<file path="src/rtl/b64pe_pkg.sv">
// ----------------------------------------------------------------------------
// b64pe_pkg
// Shared types and helpers for the percent-escaped base64 encoder.
// ----------------------------------------------------------------------------
package b64pe_pkg;

	localparam int unsigned SymsPerJob = 4;

	localparam logic [5:0] SextetPlus  = 6'd62;
	localparam logic [5:0] SextetSlash = 6'd63;

	localparam logic [7:0] ChrPercent = 8'h25;
	localparam logic [7:0] ChrTwo     = 8'h32;
	localparam logic [7:0] ChrThree   = 8'h33;
	localparam logic [7:0] ChrUpperB  = 8'h42;
	localparam logic [7:0] ChrUpperD  = 8'h44;
	localparam logic [7:0] ChrUpperF  = 8'h46;
	localparam logic [7:0] ChrUpperA  = 8'h41;
	localparam logic [7:0] ChrLowerA  = 8'h61;
	localparam logic [7:0] ChrZero    = 8'h30;

	// one output symbol: a sextet or an escaped '=' pad
	typedef struct packed {
		logic       pad;
		logic [5:0] sextet;
	} sym_t;

	// work for one input item, symbols used from index 0 to last_sym
	typedef struct packed {
		logic                       fin;
		logic [1:0]                 last_sym;
		sym_t [SymsPerJob-1:0]      syms;
	} job_t;

	// base64 letter for sextets below 62
	function automatic logic [7:0] b64_letter(input logic [5:0] v);
		logic [7:0] r;
		if (v < 6'd26) begin
			r = ChrUpperA + {2'b00, v};
		end else if (v < 6'd52) begin
			r = ChrLowerA + {2'b00, v} - 8'd26;
		end else begin
			r = ChrZero + {2'b00, v} - 8'd52;
		end
		return r;
	endfunction

endpackage

</file>
<file path="src/rtl/b64pe_front.sv">
// ----------------------------------------------------------------------------
// b64pe_front
// Takes input bytes, tracks the 3-byte group phase and splits each byte
// into the sextets and pads it produces.
// ----------------------------------------------------------------------------
module b64pe_front (
	input  logic              clk,
	input  logic              arst_n,
	input  logic              in_valid,
	output logic              in_stall,
	input  logic [7:0]        data_byte,
	input  logic              final_byte,
	input  logic              q_full,
	output logic              push,
	output b64pe_pkg::job_t   push_job
);
	import b64pe_pkg::*;

	logic [1:0] phase_q;
	logic [3:0] left_q;
	logic [1:0] phase_d;
	logic [3:0] left_d;
	sym_t       pad_sym;

	assign in_stall = q_full;
	assign push     = in_valid && !q_full;
	assign pad_sym  = '{pad: 1'b1, sextet: 6'd0};

	always_comb begin
		push_job     = '0;
		push_job.fin = final_byte;
		phase_d      = 2'd0;
		left_d       = 4'd0;
		unique case (phase_q)
			2'd1: begin
				push_job.syms[0]  = '{pad: 1'b0, sextet: {left_q[1:0], data_byte[7:4]}};
				push_job.syms[1]  = '{pad: 1'b0, sextet: {data_byte[3:0], 2'b00}};
				push_job.syms[2]  = pad_sym;
				push_job.last_sym = final_byte ? 2'd2 : 2'd0;
				phase_d           = 2'd2;
				left_d            = data_byte[3:0];
			end
			2'd2: begin
				push_job.syms[0]  = '{pad: 1'b0, sextet: {left_q, data_byte[7:6]}};
				push_job.syms[1]  = '{pad: 1'b0, sextet: data_byte[5:0]};
				push_job.last_sym = 2'd1;
			end
			default: begin
				// phase 3 never arises and acts as phase 0
				push_job.syms[0]  = '{pad: 1'b0, sextet: data_byte[7:2]};
				push_job.syms[1]  = '{pad: 1'b0, sextet: {data_byte[1:0], 4'b0000}};
				push_job.syms[2]  = pad_sym;
				push_job.syms[3]  = pad_sym;
				push_job.last_sym = final_byte ? 2'd3 : 2'd0;
				phase_d           = 2'd1;
				left_d            = {2'b00, data_byte[1:0]};
			end
		endcase
		if (final_byte) begin
			phase_d = 2'd0;
			left_d  = 4'd0;
		end
	end

	always_ff @(posedge clk or negedge arst_n) begin
		if (!arst_n) begin
			phase_q <= 2'd0;
			left_q  <= 4'd0;
		end else if (push) begin
			phase_q <= phase_d;
			left_q  <= left_d;
		end
	end

endmodule

</file>
<file path="src/rtl/b64pe_queue.sv">
// ----------------------------------------------------------------------------
// b64pe_queue
// Small register queue of jobs between the front and the back.
// ----------------------------------------------------------------------------
module b64pe_queue #(
	parameter int unsigned DEPTH = 4
) (
	input  logic              clk,
	input  logic              arst_n,
	input  logic              push,
	input  b64pe_pkg::job_t   push_job,
	input  logic              pop,
	output b64pe_pkg::job_t   head_job,
	output logic              empty,
	output logic              full
);
	import b64pe_pkg::*;

	localparam int unsigned PW = (DEPTH > 1) ? $clog2(DEPTH) : 1;
	localparam int unsigned CW = $clog2(DEPTH + 1);

	job_t            slot_q [DEPTH];
	logic [PW-1:0]   wr_ptr_q;
	logic [PW-1:0]   rd_ptr_q;
	logic [CW-1:0]   count_q;
	logic            do_push;
	logic            do_pop;

	assign empty    = (count_q == CW'(0));
	assign full     = (count_q == CW'(DEPTH));
	assign do_push  = push && !full;
	assign do_pop   = pop && !empty;
	assign head_job = slot_q[rd_ptr_q];

	always_ff @(posedge clk) begin
		if (do_push) begin
			slot_q[wr_ptr_q] <= push_job;
		end
	end

	always_ff @(posedge clk or negedge arst_n) begin
		if (!arst_n) begin
			wr_ptr_q <= '0;
			rd_ptr_q <= '0;
			count_q  <= '0;
		end else begin
			if (do_push) begin
				wr_ptr_q <= (wr_ptr_q == PW'(DEPTH - 1)) ? '0 : wr_ptr_q + PW'(1);
			end
			if (do_pop) begin
				rd_ptr_q <= (rd_ptr_q == PW'(DEPTH - 1)) ? '0 : rd_ptr_q + PW'(1);
			end
			if (do_push && !do_pop) begin
				count_q <= count_q + CW'(1);
			end else if (do_pop && !do_push) begin
				count_q <= count_q - CW'(1);
			end
		end
	end

endmodule

</file>
<file path="src/rtl/b64pe_back.sv">
// ----------------------------------------------------------------------------
// b64pe_back
// Walks the symbols of the head job, one character per cycle while the output is not
// stalled, expanding '+', '/' and pads into percent escapes, into an output register.
// ----------------------------------------------------------------------------
module b64pe_back (
	input  logic              clk,
	input  logic              arst_n,
	input  b64pe_pkg::job_t   head_job,
	input  logic              empty,
	output logic              pop,
	output logic              out_valid,
	input  logic              out_stall,
	output logic [7:0]        out_char,
	output logic              run_end,
	output logic              message_end
);
	import b64pe_pkg::*;

	logic [1:0] sym_idx_q;
	logic [1:0] chr_idx_q;
	logic       out_valid_q;
	logic [7:0] out_char_q;
	logic       run_end_q;
	logic       message_end_q;

	sym_t       cur;
	logic       esc;
	logic       last_chr;
	logic       last_sym;
	logic       load_ok;
	logic       emit;
	logic [7:0] chr;

	assign cur      = head_job.syms[sym_idx_q];
	assign esc      = cur.pad || (cur.sextet == SextetPlus) || (cur.sextet == SextetSlash);
	assign last_chr = !esc || (chr_idx_q == 2'd2);
	assign last_sym = (sym_idx_q == head_job.last_sym);
	assign load_ok  = !out_valid_q || !out_stall;
	assign emit     = load_ok && !empty;
	assign pop      = emit && last_chr && last_sym;

	always_comb begin
		if (!esc) begin
			chr = b64_letter(cur.sextet);
		end else begin
			case (chr_idx_q)
				2'd0:    chr = ChrPercent;
				2'd1:    chr = cur.pad ? ChrThree : ChrTwo;
				default: chr = cur.pad ? ChrUpperD : (cur.sextet[0] ? ChrUpperF : ChrUpperB);
			endcase
		end
	end

	always_ff @(posedge clk or negedge arst_n) begin
		if (!arst_n) begin
			sym_idx_q   <= 2'd0;
			chr_idx_q   <= 2'd0;
			out_valid_q <= 1'b0;
		end else begin
			if (emit) begin
				out_valid_q <= 1'b1;
				if (last_chr) begin
					chr_idx_q <= 2'd0;
					sym_idx_q <= last_sym ? 2'd0 : sym_idx_q + 2'd1;
				end else begin
					chr_idx_q <= chr_idx_q + 2'd1;
				end
			end else if (load_ok) begin
				out_valid_q <= 1'b0;
			end
		end
	end

	always_ff @(posedge clk) begin
		if (emit) begin
			out_char_q    <= chr;
			run_end_q     <= last_chr && last_sym;
			message_end_q <= last_chr && last_sym && head_job.fin;
		end
	end

	assign out_valid   = out_valid_q;
	assign out_char    = out_char_q;
	assign run_end     = run_end_q;
	assign message_end = message_end_q;

endmodule

</file>
<file path="src/rtl/base64_percent_escaped_encoder.sv">
// ----------------------------------------------------------------------------
// base64_percent_escaped_encoder
// Streaming base64 encoder with '+', '/' and '=' written as percent escapes.
// ----------------------------------------------------------------------------
// Input channel: in_valid / in_stall carry one message byte per item
// (data_byte) with final_byte set on the last byte of a message.
// Output channel: out_valid / out_stall carry one ASCII character per item
// (out_char); run_end marks the last character caused by an input byte and
// message_end the last character of the whole encoded message.
// Each byte yields one to four symbols (sextets or '=' pads); a symbol is one
// character, or three when it becomes %2B, %2F or %3D, so a byte gives 1 to
// 10 characters, about 1.3 on plain data. The back end sends one character
// per cycle while the receiver does not stall. With the queue empty, the
// first character of a byte passes through the queue and then the output
// register. A queue of QUEUE_DEPTH jobs lets bytes be taken while earlier
// ones are still being sent; in_stall rises only when it fills.
// Reset clears the group phase, the queue and the output valid bit. While the
// receiver stalls, the output character holds and the queue keeps filling.
// ----------------------------------------------------------------------------
module base64_percent_escaped_encoder #(
	parameter int unsigned QUEUE_DEPTH = 4
) (
	input  logic       clk,
	input  logic       arst_n,
	input  logic       in_valid,
	output logic       in_stall,
	input  logic [7:0] data_byte,
	input  logic       final_byte,
	output logic       out_valid,
	input  logic       out_stall,
	output logic [7:0] out_char,
	output logic       run_end,
	output logic       message_end
);
	import b64pe_pkg::*;

	job_t push_job;
	job_t head_job;
	logic push;
	logic pop;
	logic q_empty;
	logic q_full;

	b64pe_front u_front (
		.clk        (clk),
		.arst_n     (arst_n),
		.in_valid   (in_valid),
		.in_stall   (in_stall),
		.data_byte  (data_byte),
		.final_byte (final_byte),
		.q_full     (q_full),
		.push       (push),
		.push_job   (push_job)
	);

	b64pe_queue #(
		.DEPTH (QUEUE_DEPTH)
	) u_queue (
		.clk      (clk),
		.arst_n   (arst_n),
		.push     (push),
		.push_job (push_job),
		.pop      (pop),
		.head_job (head_job),
		.empty    (q_empty),
		.full     (q_full)
	);

	b64pe_back u_back (
		.clk         (clk),
		.arst_n      (arst_n),
		.head_job    (head_job),
		.empty       (q_empty),
		.pop         (pop),
		.out_valid   (out_valid),
		.out_stall   (out_stall),
		.out_char    (out_char),
		.run_end     (run_end),
		.message_end (message_end)
	);

	// end of message is always also end of the byte's run
	assert property (@(posedge clk) disable iff (!arst_n)
		out_valid && message_end |-> run_end)
		else $error("message_end without run_end");

	// escaped characters never leave the block raw
	assert property (@(posedge clk) disable iff (!arst_n)
		out_valid |-> (out_char != 8'h2b) && (out_char != 8'h2f) && (out_char != 8'h3d))
		else $error("raw '+', '/' or '=' on output");

	// a percent sign always starts an escape, never ends a run
	assert property (@(posedge clk) disable iff (!arst_n)
		out_valid && (out_char == ChrPercent) |-> !run_end)
		else $error("escape cut short");

	// the back end never pops from an empty queue
	assert property (@(posedge clk) disable iff (!arst_n)
		pop |-> !q_empty)
		else $error("pop from empty queue");

endmodule
</file>
<file path="config.mk">
export PLATFORM = sky130hd
export DESIGN_NAME = base64_percent_escaped_encoder
export DESIGN_NICKNAME = d
export VERILOG_FILES = /design/src/rtl/b64pe_pkg.sv /design/src/rtl/b64pe_front.sv /design/src/rtl/b64pe_queue.sv /design/src/rtl/b64pe_back.sv /design/src/rtl/base64_percent_escaped_encoder.sv
export SDC_FILE = /design/constraint.sdc
export NUM_CORES = 1
export LEC_CHECK = 0
export BUFFER_PORTS_ARGS = -buffer_cell sky130_fd_sc_hd__buf_2
export CORE_MARGIN = 3
export CORE_UTILIZATION = 40
export CTS_BUF_LIST = sky130_fd_sc_hd__clkbuf_4
export CTS_CLUSTER_DIAMETER = 30
export CTS_CLUSTER_SIZE = 14
export DETAILED_ROUTE_END_ITERATION = 12
export PLACE_DENSITY_LB_ADDON = 0.12
export SLEW_MARGIN = 20
export SYNTH_ARGS = -nofsm -noshare
export SYNTH_HDL_FRONTEND = slang
export SYNTH_SLANG_ARGS = --single-unit
</file>
<file path="constraint.sdc">
create_clock -name clk -period 3.4 [get_ports clk]
set_input_delay 0.68 -clock clk [delete_from_list [all_inputs] [get_ports clk]]
set_output_delay 0.68 -clock clk [all_outputs]
set_load 0.01 [all_outputs]
</file>
# == Yosys cells after proc, flatten, opt, wreduce, memory -nomap -nowiden ==
# Memories as Yosys holds them, arrays and structs flattened.
# Cells that the tools add are included.
# totals
mem_bits_rw,120
input_bits,13
elab_cells,92
output_inout_bits,12
ff_bits,28
n_memories,1
# mem_list
name,depth,width,rd,rd_ports_with_merged_regs,wr,line_no,source
u_queue.slot_q,4,30,1,0,1,b64pe_queue.sv:22,job_t slot_q [DEPTH];
# classes
magnitude_cmp,3
muxes,29
n_eq_ne,10
add_sub_neg,11
reduce_logical,27
# ops
cell,count
$mux W8,4
$pmux W13 S2,1
$mux W7,3
$add A7 B6 Y8 const A,2
$pmux W8 S2,1
$bmux W7 S2,1
$mux W2,7
$eq A6 B6 Y1 const B,2
$logic_and A1 B1 Y1,10
$mux W3,3
$add A2 B1 Y2 const B,4
$eq A2 B2 Y1 const B,4
$pmux W2 S2,2
$pmux W4 S2,1
$sub A8 B5 Y8 const B,1
$sub A8 B6 Y8 const B,1
$add A6 B6 Y7 const A,1
$logic_not A1 Y1,7
$lt A6 B5 Y1 const B,1
$lt A6 B6 Y1 const B,1
$mux W1,5
$eq A2 B1 Y1 const B,2
$logic_or A1 B1 Y1,4
$mux W4,1
10 further kinds,11

# == Longest topological paths before layout ==
# An unclocked memory read counts as a cell.
# depth
word_depth,14
depth_mapped,18
ltp_nobuf,15

# == Hierarchy ==
# From an unflattened synthesis, not the netlist that was laid out.
# hier_totals
cells_unflattened,407
hier_area_um2,6872.8
# modules_own_cells
module,n_inst,seq_area_each_um2,cells_each,area_each_um2
b64pe_queue,1,3898.7,199,4908.5
b64pe_back,1,425.4,127,1315.0
b64pe_front,1,150.1,81,649.4

# == Worst setup path before layout ==
# OpenSTA, ideal clock, no wires.
# synth_timing
kind,reg2reg
startpoint,register u_queue.rd_ptr_q[1]
endpoint,register u_queue.count_q[1]
setup_ps,125
t_arrival_ps,3522
path_stages_with_launch,16
required_ps,3275
path_buffers,3
period_less_slack_ps,3646
slack_ps,-246
cell_sequence,dfrtp_1 -> buf_6 -> buf_8 -> mux4_2 -> mux2i_1 -> nor2_1 -> ha_1 -> o211a_1 -> a221o_1 -> buf_4 -> nand2b_4 -> nand4_2 -> ha_1 -> inv_1 -> fa_1 -> mux2_2
# synth_between
elab_chain_len,14
word_cells_on_any_way,18
classes_between,3 x eq/ne; 3 x mux; 11 x reduce/logical; 1 x memory
# synth_lines
element,line_no,source
"start, declared",b64pe_queue.sv:24,logic [PW-1:0] rd_ptr_q;
"start signal, assigned",b64pe_queue.sv:51,rd_ptr_q <= (rd_ptr_q == PW'(DEPTH - 1)) ? '0 : rd_ptr_q + PW'(1);
$mem_v2 Z4 W30 (*),n/a,
$bmux W7 S2,b64pe_back.sv:35,assign cur = head_job.syms[sym_idx_q];
$mux W7 (not written as such),b64pe_back.sv:35,
$eq A6 B6 Y1,b64pe_back.sv:36,assign esc = cur.pad || (cur.sextet == SextetPlus) || (cur.sextet == SextetSlash);
$logic_or A1 B1 Y1 (2 in a row),b64pe_back.sv:36,
$logic_not A1 Y1,b64pe_back.sv:37,assign last_chr = !esc || (chr_idx_q == 2'd2);
$logic_or A1 B1 Y1,b64pe_back.sv:37,
$logic_and A1 B1 Y1,b64pe_back.sv:41,assign pop = emit && last_chr && last_sym;
$logic_and A1 B1 Y1 (*),b64pe_back.sv:41,
$logic_and A1 B1 Y1 (*),b64pe_queue.sv:32,assign do_pop = pop && !empty;
$logic_not A1 Y1,b64pe_queue.sv:53,if (do_push && !do_pop) begin
$logic_and A1 B1 Y1,b64pe_queue.sv:53,
$mux W3 or $reduce_bool A2 Y1 (tied branches),n/a,
"end signal, assigned",b64pe_queue.sv:54,count_q <= count_q + CW'(1);
"end signal, assigned",b64pe_queue.sv:56,count_q <= count_q - CW'(1);
"end, declared",b64pe_queue.sv:25,logic [CW-1:0] count_q;
# Every way passes the cells marked *; elsewhere a longest branch is shown, timed or not. The select of a mux whose other input is x is not followed.
# A chain may end at the register's enable or synchronous reset.

# == Final worst setup path ==
# Ends and elaborated chain as after synthesis.

==> run_results.csv <==
group,metric,value,unit
critical_path,cp_top_family,"multiplexers",
yosys,synth_top_area_frac,0.4607,
power,internal_power,3.737,mW
clock_network,htreeDepth,3,
global_route,grt_usage,0.1638,
final_layout,syn_to_final_growth,18.21,%
placement,placed_area,5667,um2
worst_hold_path,hold_path_class,"in2async",
yosys,ys_types,65,
yosys,synthTopCellsByArea,"edfxtp_1 46%, dfrtp_1 8.9%, mux4_2 6.6%, ha_1 5.4%, nand2_1 2.4%",
critical_path,worst_setup_path_end_kind,"flip-flop",
global_route,first_global_vias,3459,
power,power.density,1026,nW/um2
clock_network,hold_buffers,0,
sta,fin_skew,0.02640,ns
clock_network,cts_buffer_depth,2,
clock_network,numCtsBuffers,9,
sta,worst_slew_pin_slew,0.7768,ns
critical_path,crit_required,3.76,ns
final_layout,final_area,6010,um2
sta,max_freq,0.2944,GHz
yosys,synth_ff_type,"edfxtp_1",
route,dr.pass1.iters,4,
route,drc,0,
power,power_frac_comb,0.567,
sta,worst_slack,0.003666,ns
critical_path,cp-start-kind,"flip-flop",
clock_network,clkTransAtPathRegs,0.16,ns
critical_path,crit_arrival,3.76,ns
yosys,synth.avg_cell_area,12.94,um2
yosys,async_reset_ff_frac,0.1875,
sta,finalSetupTns,0,ns
floorplan,die_h,118.7,um
sta,max_slew_margin,0.4766,
power,power.leakage,2.259,nW
critical_path,rrSetupSlack,0.004,ns
yosys,synthesis.area,5084,um2
power,switching_share,0.3941,
yosys,synth_nets,429,
route,vias_per_cell,5.361,
sta,rsz0062_at_grt,"yes",
floorplan,ios,25,
placement,pre_cts_slack,-0.03922,ns
placement,post-dp-hpwl,7873,um
placement,dp.cells,603,
global_route,antenna_found_initial,0,
power,p_seq_frac,0.319,
placement,gp_congestion,0.8783,
route,post_drt_wl_per_cell,17.10,um
route,drt_iter0_markers,270,
route,routed_wl,10790,um
sta,hold_viol_final,0,
final_layout,multi_input_area,2215,um2
floorplan,die_x,118.7,um
clock_network,clk_latency,0.47,ns
route,vias,3383,
yosys,yosysWarnings,0,
floorplan,rows,40,
yosys,synth_edf_count,78,
final_layout,regArea,2794,um2
outcome,outcome,"complete, no violations",
placement,port_buffers,24,
final_layout,diodes,0,
sta,setup_viol,0,
final_layout,stdcell_count,631,
critical_path,slowest_stage,"mux4_2",
global_route,grt_max_degree,31,
final_layout,drive_gt1_frac,0.2937,
floorplan,dieArea,14100,um2
critical_path,path_max_fanout,6,
floorplan,core_area,12210,um2
global_route,grt-ovfl-total,0,
critical_path,path_buf_inv,3,
clock_network,cts-root-buf,"clkbuf_4",
final_layout,finalCoreUtilization,0.4921,
clock_network,clkSinkCount,96,
final_layout,fill_cells,1127,
sta,finalCritPeriodShare,0.9989,
critical_path,path_cells,"buf_12 > mux4_2 > mux2i_2 > nand2b_4 > inv_4 > ha_4 > o211a_1 > a221o_1 > nand2b_4 > nand4_4 > ha_4 > inv_2 > fa_1 > mux2_4",
sta,maxSlewViolCount,0,
yosys,synth_top_cell_by_area,"edfxtp_1",
critical_path,max_stage_delay,0.51,ns
flow_run,cap_violations,0,
global_route,grt_pass1_wl,18080,um
route,ant_nets,0,
clock_network,cts_tree,"done",
yosys,synth_cells,393,
power,p_clk_frac,0.114,
sta,final.min_clock_period,3.396,ns
yosys,ys_seq_area_frac,0.5493,
power,switchingPower,2.430,mW
yosys,ys_ff_latch,96,
final_layout,nets,494,
power,worst_ir_drop_vdd,0.6246,mV
critical_path,crit_type,"reg2reg",
floorplan,initial_core_util,0.4163,
worst register-to-register path, cell delays in order (launching register included):
cell and delay [ns]:
dfrtp_2 0.44, buf_12 0.14, mux4_2 0.51, mux2i_2 0.18, nand2b_4 0.17, inv_4 0.05
ha_4 0.15, o211a_1 0.24, a221o_1 0.32, nand2b_4 0.10, nand4_4 0.11, ha_4 0.19
inv_2 0.04, fa_1 0.39, mux2_4 0.27
layout by cell type (no fill, tap or decap), drive strengths merged, types with 14 or more instances in the layout:
master,netlist,routed
dfrtp,18,18
inv,19,19
nand3,14,14
o21ai,20,20
edfxtp,78,78
buf,12,73
nor2,20,20
ha,22,22
mux2i,14,14
mux4,16,16
nand2,33,33
area by class of cell:
| class | count | area share |
|---|---|---|
| well taps | 168 | 0.03498 |
| repair buffers | 73 | 0.09203 |
| flip-flops and latches | 96 | 0.4649 |
| inverters | 19 | 0.01228 |
| multi-input cells | 259 | 0.3685 |
| clock inverters | 5 | 0.01353 |
| clock buffers | 11 | 0.01374 |
power groups by stage:
stage                     Combinational, mW  Sequential (mW)  Clock, mW
after global placement                 3.20             2.00          0
after CTS                              3.43             1.97      0.726
after detailed placement               3.24             2.00          0
final                                  3.49             1.97      0.703
after global routing                   3.84             2.01      0.779
after floorplan                        2.29             1.96          0
cell usage after synthesis (all sizes together) (10+ instances only):
library cell  instances
a22oi                13
buf                  12
dfrtp                18
edfxtp               78
ha                   22
inv                  19
mux2i                14
mux4                 16
nand2                33
nand3                14
nor2                 20
nor3                 10
o21ai                20
flip-flops by register name, indices dropped and copies added, names as in the netlist:
| signal | count |
|---|---|
| u_queue.wr_ptr_q | 2 |
| u_back.out_char | 8 |
| u_back.out_valid | 1 |
| u_queue.slot_q | 68 |
| u_back.sym_idx_q | 2 |
| u_back.chr_idx_q | 2 |
| u_queue.rd_ptr_q | 2 |
| u_queue.count_q | 3 |
| u_back.message_end | 1 |
| u_back.run_end | 1 |
| u_front.phase_q | 2 |
| u_front.left_q | 4 |
logic make-up after synthesis:
| logic type | Yosys count | synth area share |
|---|---|---|
| adders and majority gates | 23 | 0.05808 |
| AOI/OAI and AO/OA | 73 | 0.1066 |
| DFF | 96 | 0.5493 |
| xor gates and xnor gates | 7 | 0.01206 |
| and+or+nand+nor | 119 | 0.1216 |
| buffers and inverters | 38 | 0.03618 |
| muxes | 37 | 0.1162 |
layer usage:
metal	part of all wire	up-vias	routed length, um	GRT usage
li1	-	1637	-	-
met1	0.47	1671	5073	0.2159
met2	0.47	56	5050	0.2597
met3	0.039	19	424	0.04211
met4	0.023	0	243	0.06372
met5	0	-	0	0
path summary, 6_finish.rpt:
| check | end | cells past startpoint | from |
|---|---|---|---|
| setup / recovery | u_queue.count_q[1] | 14 | u_queue.rd_ptr_q[1] |
| hold / removal | u_back.chr_idx_q[0] | 1 | arst_n |
| setup reg to reg | u_queue.count_q[1] | 14 | u_queue.rd_ptr_q[1] |
| hold reg to reg | u_front.left_q[3] | 2 | u_front.left_q[3] |
| max in group asynchronous | u_queue.rd_ptr_q[1] | 1 | arst_n |
| min in group clk | u_back.out_valid | 3 | out_stall |
per-stage QoR:
step           hold slack [ns]  power [mW]
5_1_grt                 0.1403       6.636
3_5_place_dp            0.4681       5.240
6_report                0.1587       6.167
2_1_floorplan           0.3844       4.249
4_1_cts                 0.1379       6.127
3_3_place_gp            0.4587       5.196
timing repair:
action / CTS / global route
setup buffers: 8 / 3
hold endpoints to repair: 0 / 0
setup endpoints to repair: 1 / 5
gates cloned: 1 / 0
pin swaps: 2 / 6
resized for setup: 6 / 9
Note: power is estimated with default switching activity, not from simulation.
